### src/hdl/abarq_pkg.sv
// abarq_pkg: shared types and constants of the alternating-bit sender
// no dependencies; used by the interfaces, abarq_step and the top level
`timescale 1ns / 1ps
`default_nettype none

package abarq_pkg;

    // default width of the chunk counter
    localparam int COUNT_BITS_DEFAULT = 32;

    // fixed field widths
    localparam int ACTION_BITS   = 3;
    localparam int ACK_BITS      = 2;
    localparam int KIND_BITS     = 2;
    localparam int STATUS_BITS   = 2;
    localparam int RETRY_CFG_BITS = 8;
    localparam int RETRY_BITS    = 9;
    localparam int CHUNK_NUM_BITS = 32;

    localparam logic [RETRY_CFG_BITS-1:0] RETRY_LIMIT_RESET = 8'd15;
    localparam logic [RETRY_BITS-1:0]     RETRY_SAT         = 9'd511;

    typedef enum logic [ACTION_BITS-1:0] {
        ACT_START = 3'd0,
        ACT_CHUNK = 3'd1,
        ACT_END   = 3'd2,
        ACT_TMO   = 3'd3,
        ACT_ACK   = 3'd4
    } action_t;

    typedef enum logic [ACK_BITS-1:0] {
        ACK_ZERO = 2'd0,
        ACK_ONE  = 2'd1,
        ACK_UNKN = 2'd2
    } ack_t;

    typedef enum logic [KIND_BITS-1:0] {
        SEND_NONE   = 2'd0,
        SEND_NEW    = 2'd1,
        SEND_RESEND = 2'd2,
        SEND_FINISH = 2'd3
    } send_kind_t;

    typedef enum logic [STATUS_BITS-1:0] {
        PH_WAIT_DATA = 2'd0,
        PH_WAIT_ACK  = 2'd1,
        PH_DONE      = 2'd2,
        PH_ERROR     = 2'd3
    } phase_t;

    // protocol control state apart from the chunk counter
    typedef struct packed {
        phase_t                phase;
        logic                  seq;
        logic [RETRY_BITS-1:0] retry;
    } ctl_t;

    // per-item decision that goes to the result register
    typedef struct packed {
        send_kind_t kind;
        logic       accepted;
    } decision_t;

endpackage

`default_nettype wire

### src/hdl/abarq_ifs.sv
// abarq_ifs: valid/ready channels of the sender (events, results, config)
// depends on abarq_pkg for field widths
`timescale 1ns / 1ps
`default_nettype none

interface abarq_event_if;
    logic                               valid;
    logic                               ready;
    logic [abarq_pkg::ACTION_BITS-1:0]  action;
    logic [abarq_pkg::ACK_BITS-1:0]     ack_type;
    logic                               link_ok;

    modport source (output valid, action, ack_type, link_ok, input ready);
    modport sink   (input valid, action, ack_type, link_ok, output ready);
endinterface

interface abarq_result_if;
    logic                                  valid;
    logic                                  ready;
    logic [abarq_pkg::KIND_BITS-1:0]       send_kind;
    logic                                  seq_bit;
    logic [abarq_pkg::CHUNK_NUM_BITS-1:0]  chunk_number;
    logic [abarq_pkg::STATUS_BITS-1:0]     status;
    logic                                  accepted;

    modport source (output valid, send_kind, seq_bit, chunk_number, status, accepted,
                    input ready);
    modport sink   (input valid, send_kind, seq_bit, chunk_number, status, accepted,
                    output ready);
endinterface

interface abarq_cfg_if;
    logic                                  valid;
    logic                                  ready;
    logic [abarq_pkg::RETRY_CFG_BITS-1:0]  retry_limit;

    modport source (output valid, retry_limit, input ready);
    modport sink   (input valid, retry_limit, output ready);
endinterface

`default_nettype wire

### src/hdl/alternating_bit_arq_sender.sv
// alternating_bit_arq_sender: top level of the stop-and-wait sender
// depends on abarq_pkg, abarq_ifs and abarq_step
`timescale 1ns / 1ps
`default_nettype none

// Stop-and-wait (alternating-bit) ARQ sender. Each event item on evt
// (start, chunk ready, end of data, timeout, ack) yields exactly one result
// item on res telling the link what to send, with the sequence bit, chunk
// count and phase after the event. An event is decided in the cycle it is
// accepted and its result sits in the output register from the next cycle,
// so one event per clock is taken, and evt.ready only drops while a result
// waits in the output register and res.ready is low.
// The single register retry_limit (reset 15) is written through cfg, which
// is always ready; write it only while no result is outstanding.
module alternating_bit_arq_sender #(
    parameter int COUNT_BITS = abarq_pkg::COUNT_BITS_DEFAULT
) (
    input  wire logic    clk,
    input  wire logic    rst_n,
    abarq_event_if.sink  evt,
    abarq_result_if.source res,
    abarq_cfg_if.sink    cfg
);

    // protocol state
    abarq_pkg::ctl_t                      ctl_reg;
    abarq_pkg::ctl_t                      ctl_next;
    logic [COUNT_BITS-1:0]                chunks_reg;
    logic [COUNT_BITS-1:0]                chunks_next;
    logic [abarq_pkg::RETRY_CFG_BITS-1:0] retry_limit_reg;

    // result register
    logic                                 out_valid_reg;
    abarq_pkg::decision_t                 dec;
    abarq_pkg::decision_t                 dec_reg;
    logic                                 seq_out_reg;
    logic [abarq_pkg::CHUNK_NUM_BITS-1:0] chunk_out_reg;
    abarq_pkg::phase_t                    status_reg;

    logic                                 evt_fire;

    // take a new event whenever the output register is free or draining
    assign evt.ready = !out_valid_reg || res.ready;
    assign evt_fire  = evt.valid && evt.ready;
    assign cfg.ready = 1'b1;

    abarq_step #(
        .COUNT_BITS (COUNT_BITS)
    ) u_step (
        .action      (evt.action),
        .ack_type    (evt.ack_type),
        .link_ok     (evt.link_ok),
        .retry_limit (retry_limit_reg),
        .ctl         (ctl_reg),
        .chunks      (chunks_reg),
        .ctl_next    (ctl_next),
        .chunks_next (chunks_next),
        .dec         (dec)
    );

    // config register
    always_ff @(posedge clk or negedge rst_n)
    begin
        if (!rst_n)
            retry_limit_reg <= abarq_pkg::RETRY_LIMIT_RESET;
        else if (cfg.valid)
            retry_limit_reg <= cfg.retry_limit;
    end

    // protocol state advances once per accepted event
    always_ff @(posedge clk or negedge rst_n)
    begin
        if (!rst_n)
        begin
            ctl_reg.phase <= abarq_pkg::PH_WAIT_DATA;
            ctl_reg.seq   <= 1'b0;
            ctl_reg.retry <= '0;
            chunks_reg    <= '0;
        end
        else if (evt_fire)
        begin
            ctl_reg    <= ctl_next;
            chunks_reg <= chunks_next;
        end
    end

    // output valid flag
    always_ff @(posedge clk or negedge rst_n)
    begin
        if (!rst_n)
            out_valid_reg <= 1'b0;
        else if (evt_fire)
            out_valid_reg <= 1'b1;
        else if (res.ready)
            out_valid_reg <= 1'b0;
    end

    // output payload, no reset needed
    always_ff @(posedge clk)
    begin
        if (evt_fire)
        begin
            dec_reg       <= dec;
            seq_out_reg   <= ctl_next.seq;
            // report the low word of the counter, zero-extended if narrower
            chunk_out_reg <= abarq_pkg::CHUNK_NUM_BITS'(chunks_next);
            status_reg    <= ctl_next.phase;
        end
    end

    assign res.valid        = out_valid_reg;
    assign res.send_kind    = dec_reg.kind;
    assign res.seq_bit      = seq_out_reg;
    assign res.chunk_number = chunk_out_reg;
    assign res.status       = status_reg;
    assign res.accepted     = dec_reg.accepted;

`ifndef SYNTH
    // every accepted event produces a result in the next cycle
    a_result_follows: assert property (@(posedge clk) disable iff (!rst_n)
        evt_fire |=> res.valid)
        else $error("no result after accepted event");

    // a start event always reports a cleared transfer
    a_start_clears: assert property (@(posedge clk) disable iff (!rst_n)
        (evt_fire && evt.action == abarq_pkg::ACT_START)
        |=> (res.status == abarq_pkg::PH_WAIT_DATA && res.chunk_number == '0
             && !res.seq_bit && res.accepted))
        else $error("start did not clear state");

    // a new chunk leaves the sender waiting for its ack
    a_new_waits_ack: assert property (@(posedge clk) disable iff (!rst_n)
        (res.valid && res.send_kind == abarq_pkg::SEND_NEW)
        |-> res.status == abarq_pkg::PH_WAIT_ACK)
        else $error("new chunk sent without waiting for ack");

    // finished or failed transfers only leave on start
    a_terminal_holds: assert property (@(posedge clk) disable iff (!rst_n)
        (evt_fire && evt.action != abarq_pkg::ACT_START
         && (ctl_reg.phase == abarq_pkg::PH_DONE || ctl_reg.phase == abarq_pkg::PH_ERROR))
        |=> (ctl_reg == $past(ctl_reg) && !res.accepted))
        else $error("terminal phase left without start");
`endif

endmodule

`default_nettype wire

### src/hdl/abarq_step.sv
// abarq_step: next-state and send decision for one event
// depends on abarq_pkg
`timescale 1ns / 1ps
`default_nettype none

module abarq_step #(
    parameter int COUNT_BITS = abarq_pkg::COUNT_BITS_DEFAULT
) (
    input  wire logic [abarq_pkg::ACTION_BITS-1:0]    action,
    input  wire logic [abarq_pkg::ACK_BITS-1:0]       ack_type,
    input  wire logic                                 link_ok,
    input  wire logic [abarq_pkg::RETRY_CFG_BITS-1:0] retry_limit,
    input  wire abarq_pkg::ctl_t                      ctl,
    input  wire logic [COUNT_BITS-1:0]                chunks,
    output abarq_pkg::ctl_t                           ctl_next,
    output logic      [COUNT_BITS-1:0]                chunks_next,
    output abarq_pkg::decision_t                      dec
);

    logic [abarq_pkg::RETRY_BITS-1:0] retry_inc;
    logic                             ack_match;

    // saturating retry increment
    assign retry_inc = (ctl.retry == abarq_pkg::RETRY_SAT) ? ctl.retry
                     : ctl.retry + abarq_pkg::RETRY_BITS'(1);
    assign ack_match = (ack_type == abarq_pkg::ACK_ZERO && !ctl.seq)
                    || (ack_type == abarq_pkg::ACK_ONE && ctl.seq);

    always_comb
    begin
        ctl_next     = ctl;
        chunks_next  = chunks;
        dec.kind     = abarq_pkg::SEND_NONE;
        dec.accepted = 1'b0;
        unique case (action)
            abarq_pkg::ACT_START:
            begin
                ctl_next.phase = abarq_pkg::PH_WAIT_DATA;
                ctl_next.seq   = 1'b0;
                ctl_next.retry = '0;
                chunks_next    = '0;
                dec.accepted   = 1'b1;
            end
            abarq_pkg::ACT_CHUNK:
            begin
                if (ctl.phase == abarq_pkg::PH_WAIT_DATA)
                begin
                    dec.accepted   = 1'b1;
                    ctl_next.retry = '0;
                    if (link_ok)
                    begin
                        dec.kind       = abarq_pkg::SEND_NEW;
                        chunks_next    = chunks + COUNT_BITS'(1);
                        ctl_next.phase = abarq_pkg::PH_WAIT_ACK;
                    end
                    else
                    begin
                        ctl_next.phase = abarq_pkg::PH_ERROR;
                    end
                end
            end
            abarq_pkg::ACT_END:
            begin
                if (ctl.phase == abarq_pkg::PH_WAIT_DATA)
                begin
                    dec.accepted   = 1'b1;
                    dec.kind       = abarq_pkg::SEND_FINISH;
                    ctl_next.phase = abarq_pkg::PH_DONE;
                end
            end
            abarq_pkg::ACT_TMO:
            begin
                if (ctl.phase == abarq_pkg::PH_WAIT_ACK)
                begin
                    dec.accepted = 1'b1;
                    if (link_ok)
                    begin
                        dec.kind       = abarq_pkg::SEND_RESEND;
                        ctl_next.retry = retry_inc;
                        if (retry_inc > {1'b0, retry_limit})
                            ctl_next.phase = abarq_pkg::PH_ERROR;
                    end
                    else
                    begin
                        ctl_next.phase = abarq_pkg::PH_ERROR;
                    end
                end
            end
            abarq_pkg::ACT_ACK:
            begin
                if (ctl.phase == abarq_pkg::PH_WAIT_ACK)
                begin
                    dec.accepted = 1'b1;
                    // stale and unknown acks change nothing
                    if (ack_match)
                    begin
                        ctl_next.seq   = ~ctl.seq;
                        ctl_next.phase = abarq_pkg::PH_WAIT_DATA;
                    end
                end
            end
            default:
            begin
                // unused event codes: ignored
            end
        endcase
    end

endmodule

`default_nettype wire

### src/flat_wrapper.sv
// flat-port wrapper written by rule: the top's interface ports become plain ports
module alternating_bit_arq_sender_flat 
#(
    parameter int COUNT_BITS = abarq_pkg::COUNT_BITS_DEFAULT
)
  (clk, rst_n, evt_valid, evt_action, evt_ack_type, evt_link_ok, evt_ready, res_valid, res_send_kind, res_seq_bit, res_chunk_number, res_status, res_accepted, res_ready, cfg_valid, cfg_retry_limit, cfg_ready);
  abarq_event_if evt_i ();
  abarq_result_if res_i ();
  abarq_cfg_if cfg_i ();
  input  wire logic clk;
  input  wire logic rst_n;
  input wire logic [$bits(evt_i.valid)-1:0] evt_valid;
  input wire logic [$bits(evt_i.action)-1:0] evt_action;
  input wire logic [$bits(evt_i.ack_type)-1:0] evt_ack_type;
  input wire logic [$bits(evt_i.link_ok)-1:0] evt_link_ok;
  output wire logic [$bits(evt_i.ready)-1:0] evt_ready;
  output wire logic [$bits(res_i.valid)-1:0] res_valid;
  output wire logic [$bits(res_i.send_kind)-1:0] res_send_kind;
  output wire logic [$bits(res_i.seq_bit)-1:0] res_seq_bit;
  output wire logic [$bits(res_i.chunk_number)-1:0] res_chunk_number;
  output wire logic [$bits(res_i.status)-1:0] res_status;
  output wire logic [$bits(res_i.accepted)-1:0] res_accepted;
  input wire logic [$bits(res_i.ready)-1:0] res_ready;
  input wire logic [$bits(cfg_i.valid)-1:0] cfg_valid;
  input wire logic [$bits(cfg_i.retry_limit)-1:0] cfg_retry_limit;
  output wire logic [$bits(cfg_i.ready)-1:0] cfg_ready;
  assign evt_i.valid = evt_valid;
  assign evt_i.action = evt_action;
  assign evt_i.ack_type = evt_ack_type;
  assign evt_i.link_ok = evt_link_ok;
  assign evt_ready = evt_i.ready;
  assign res_valid = res_i.valid;
  assign res_send_kind = res_i.send_kind;
  assign res_seq_bit = res_i.seq_bit;
  assign res_chunk_number = res_i.chunk_number;
  assign res_status = res_i.status;
  assign res_accepted = res_i.accepted;
  assign res_i.ready = res_ready;
  assign cfg_i.valid = cfg_valid;
  assign cfg_i.retry_limit = cfg_retry_limit;
  assign cfg_ready = cfg_i.ready;
  alternating_bit_arq_sender #(.COUNT_BITS(COUNT_BITS)) u_core (.clk(clk), .rst_n(rst_n), .evt(evt_i), .res(res_i), .cfg(cfg_i));
endmodule
### config.mk
export PLATFORM = sky130hd
export DESIGN_NAME = alternating_bit_arq_sender_flat
export DESIGN_NICKNAME = d
export VERILOG_FILES = /design/src/hdl/abarq_pkg.sv /design/src/hdl/abarq_ifs.sv /design/src/hdl/alternating_bit_arq_sender.sv /design/src/hdl/abarq_step.sv /design/src/flat_wrapper.sv
export SDC_FILE = /design/constraint.sdc
export NUM_CORES = 1
export LEC_CHECK = 0
export ABC_CLOCK_PERIOD_IN_PS = 3500
export BUFFER_PORTS_ARGS = -buffer_cell sky130_fd_sc_hd__buf_4
export CORE_MARGIN = 3
export CORE_UTILIZATION = 30
export CTS_BUF_LIST = sky130_fd_sc_hd__clkbuf_8
export CTS_CLUSTER_SIZE = 10
export DETAILED_ROUTE_END_ITERATION = 10
export SLEW_MARGIN = 15
export SYNTH_ARGS = -nofsm -noshare
export SYNTH_HDL_FRONTEND = slang
export SYNTH_HIERARCHICAL = 1
export SYNTH_SLANG_ARGS = --single-unit
### constraint.sdc
create_clock -name clk -period 3.5 [get_ports clk]
set_clock_uncertainty 0.15 [all_clocks]
set_input_delay 0.175 -clock clk [delete_from_list [all_inputs] [get_ports clk]]
set_output_delay 0.175 -clock clk [all_outputs]
set_load 0.1 [all_outputs]
==> impl_metrics.env <==
export IMPL_vias=3630
export IMPL_overflow=0
export IMPL_worst_pin_slew_ps=842
export IMPL_critPathMaxFanout=8
export IMPL_h_tree_depth=3
export IMPL_netlist_instances=437
export IMPL_grt_pass1_vias=3765
export IMPL_power_share_switching_pct=35.8
export IMPL_via_per_inst=4.96
export IMPL_dp_hpwl_mm=7.76
export IMPL_final_util_pct=37.7
export IMPL_path_class="flop to flop"
export IMPL_clk_pin_slew_ps=100
export IMPL_gp_congestion=0.928
export IMPL_yosys_area_top_type="dfrtp_1"
export IMPL_cp_end_kind="flop"
export IMPL_timing_rr_start="u_core/ctl_reg[0]"
export IMPL_hold_class="primary input to flop"
export IMPL_p_clk_share_pct=26.3
export IMPL_synth_ff_type="dfrtp_1"
export IMPL_cts_sinks=91
export IMPL_async_flop_share_pct=58.2
export IMPL_run_status="finished, final reports clean"
export IMPL_slew_violations=0
export IMPL_grt_total_usage_pct=12.8
export IMPL_fp_row_count=46
export IMPL_met2_usage_pct=20.8
export IMPL_synth_area_leaders="dfrtp_1 24%, edfxtp_1 23%, mux2_4 12%, mux2_2 3.6%, xnor2_1 2.6%"
export IMPL_cpPeakStageDelay_ps=470
export IMPL_leakagePower_nw=2.66
export IMPL_combPwrFrac_pct=29.0
export IMPL_postSynthAreaPerCell_um2=11.6
export IMPL_yosysWarnings=6
export IMPL_synth_top_area_share_pct=24.3
export IMPL_holdWs_ps=23.1
export IMPL_p_seq_share_pct=44.7
export IMPL_cts_tree="yes"
export IMPL_placed_area_um2=5680
export IMPL_drtIter0Drc=312
export IMPL_crit_required_ps=3610
export IMPL_die_x_um=136
export IMPL_cp_num_buf_inv=0
export IMPL_p_sw_w=0.00107
export IMPL_clockRootBuffer="clkbuf_8"
export IMPL_start_util_pct=31.2
export IMPL_post_drt_wl_per_cell_um=15.5
export IMPL_cpMaxStageDelayCell="dfrtp_2"
export IMPL_syn_area_um2=5050
export IMPL_ys_seq_elements=91
export IMPL_yosysUniqueCellTypes=60
export IMPL_cts_buffers=9
export IMPL_p_total_w=0.00298
export IMPL_fin_setup_tns_ps=0
export IMPL_clk_path_buf_depth=2
export IMPL_die_area_um2=18400
export IMPL_grt_busiest_layer="met2"
export IMPL_worstPathArrival_ps=3420
export IMPL_min_period_ps=3310
export IMPL_nNetsFinal=540
export IMPL_drive_above_1_share_pct=30.0
export IMPL_design_area_um2=6100
export IMPL_power_density_nw_per_um2=489
export IMPL_max_freq_mhz=302
export IMPL_cap_violations=0
export IMPL_port_buffer_count=58
export IMPL_peakVddDrop_mv=0.197
export IMPL_finalSetupViolCount=0
export IMPL_relSlewSlack_pct=43.9
export IMPL_grt_use_met3_pct=3.12
export IMPL_pin_count=60
export IMPL_grt_pass1_wl_mm=18.8
export IMPL_syn_nets=466
export IMPL_antennaDiodeCount=0
export IMPL_r2r_slack_ps=190
export IMPL_synth_edff_count=38
export IMPL_critPathLaunchType="flop"
export IMPL_min_period_over_period_pct=94.5
export IMPL_antenna_found_initial=0
export IMPL_grt_setup_unrepaired="false"
export IMPL_clkLatencyLatePin_ps=380
export IMPL_grt_util_met1_pct=16.8
export IMPL_die_h_um=136
export IMPL_startpoint="u_core/ctl_reg[0]"
export IMPL_internal_power_w=0.00191
export IMPL_syn2layout_area_growth_pct=20.7
export IMPL_path_cells="ha_1 > and3_1 > nand4_1 > nand2_1 > xnor2_1 > ha_1 > a21o_1 > a21o_1 > a2111oi_1 > o21a_1 > a211oi_1 > mux2_2"
export IMPL_yosysSeqAreaShare_pct=48.9
export IMPL_first_pass_iters=5
export IMPL_drc_errors=0
export IMPL_drt_total_wl_mm=11.3
export IMPL_core_um2=16200
export IMPL_min_delay_start="evt_action[2]"
export IMPL_crit_family="compound AO/OA/AOI/OAI gates"
export IMPL_finalHoldViolCount=0
export IMPL_grt_max_degree=54
export IMPL_ant_nets=0
==> final timing paths <==
| kind | endpoint | cells after the start |
|---|---|---|
| worst max-delay path | u_core/ctl_reg[11] | 12 |
| worst min register to register | u_core/chunks_reg[31] | 1 |
| worst min-delay path | u_core/res.send_kind[0] | 2 |
| max in group asynchronous | u_core/ctl_reg[0] | 2 |
| min in group asynchronous | u_core/chunks_reg[10] | 2 |
| worst max register to register | u_core/ctl_reg[11] | 12 |
==> timing repair <==
item,4_1_cts,5_1_grt
hold buffers,19,0
setup endpoints to repair,0,2
buffers inserted,0,0
endpoints found under the hold margin,58,0
gates resized for setup,0,3
==> layout make-up <==
cell class	instances	area [µm²]
clock buffer	11	151
clock inverter	5	67.6
fill	1572	10100
inverter	20	75.1
multi-input combinational	306	2390
sequential	91	2470
tap	216	270
timing repair buffer	83	671
==> placed cells by master, fill, tap and decap left out, types with 3 or more instances in the layout <==
cell type,n
xor2_1,8
mux2_4,39
a21o_1,4
dfstp_2,4
and4_1,3
nand2_1,26
nor3_1,7
nor2_1,34
mux2_2,16
or3_1,8
dlygate4sd3_1,19
clkbuf_8,11
ha_1,10
o21ai_0,25
edfxtp_1,38
inv_1,20
nor3_2,3
nand3_1,17
o21a_1,4
and2_1,3
nand4_1,11
a22o_1,7
and3_1,5
a31oi_1,3
a21oi_1,19
buf_4,64
nor4_1,3
xnor2_1,15
dfrtp_1,48
==> cells in the mapped netlist (2+ instances only) <==
cell type and instances:
and2_1 3, xor2_1 8, inv_1 20, nor3_1 7
nand4_1 11, and4_1 3, buf_6 5, dfstp_2 4
nor3_4 2, o31ai_1 2, a21oi_1 19, nor3_2 3
clkbuf_1 13, o21a_1 4, nand2_1 26, nor2_1 34
o21ai_0 25, o22ai_1 2, nand3b_1 2, or3_1 8
a21o_1 4, a22o_1 7, mux2_4 39, xnor2_1 15
a211oi_1 2, ha_1 10, a31oi_1 3, edfxtp_1 38
mux2_2 16, nor4_1 3, nand3_1 17, dfrtp_1 49
nand2b_1 2, and3_1 5
==> cell families (layout without fill, tap and decap cells) <==
logic type	count (synthesis)	after routing	share of synthesized area (%)
AND/OR/NAND/NOR	139	139	15.9
flip-flops	91	91	48.9
AO/OA/AOI/OAI	77	77	9.46
multiplexers	56	56	15.4
buffers and inverters	40	119	3.81
XOR/XNOR	23	23	3.99
adder cells (fa/ha/maj)	10	10	2.48
other	1	1	0.0742
==> metrics by stage <==
step,cells,setup slack (ps)
floorplan,437,313
CTS,732,164
detailed placement,697,229
global route,732,17.7
finish,732,193
global placement,697,252
==> power groups by stage <==
stage	combinational (W)	clock [W]	sequential, W
final	0.000863	0.000784	0.00133
after global routing	0.000927	0.000851	0.00135
after CTS	0.000866	0.000814	0.00133
after detailed placement	0.000839	0	0.00135
after global placement	0.000821	0	0.00135
after floorplan	0.000386	0	0.00160
==> layer usage <==
metal	wire, µm	share of wire (%)
met1	5340	47
met2	5320	47
met3	531	4.7
met4	147	1.3
met5	0	0
==> worst reg2reg max path: stages (launching register included) <==
cell       delay, ps
dfrtp_2          470
ha_1             260
and3_1           240
nand4_1          160
nand2_1          100
xnor2_1          200
ha_1             280
a21o_1           160
a21o_1           170
a2111oi_1        460
o21a_1           210
a211oi_1          60
mux2_2           270
No activity file was read; power rests on OpenSTA's default activity.
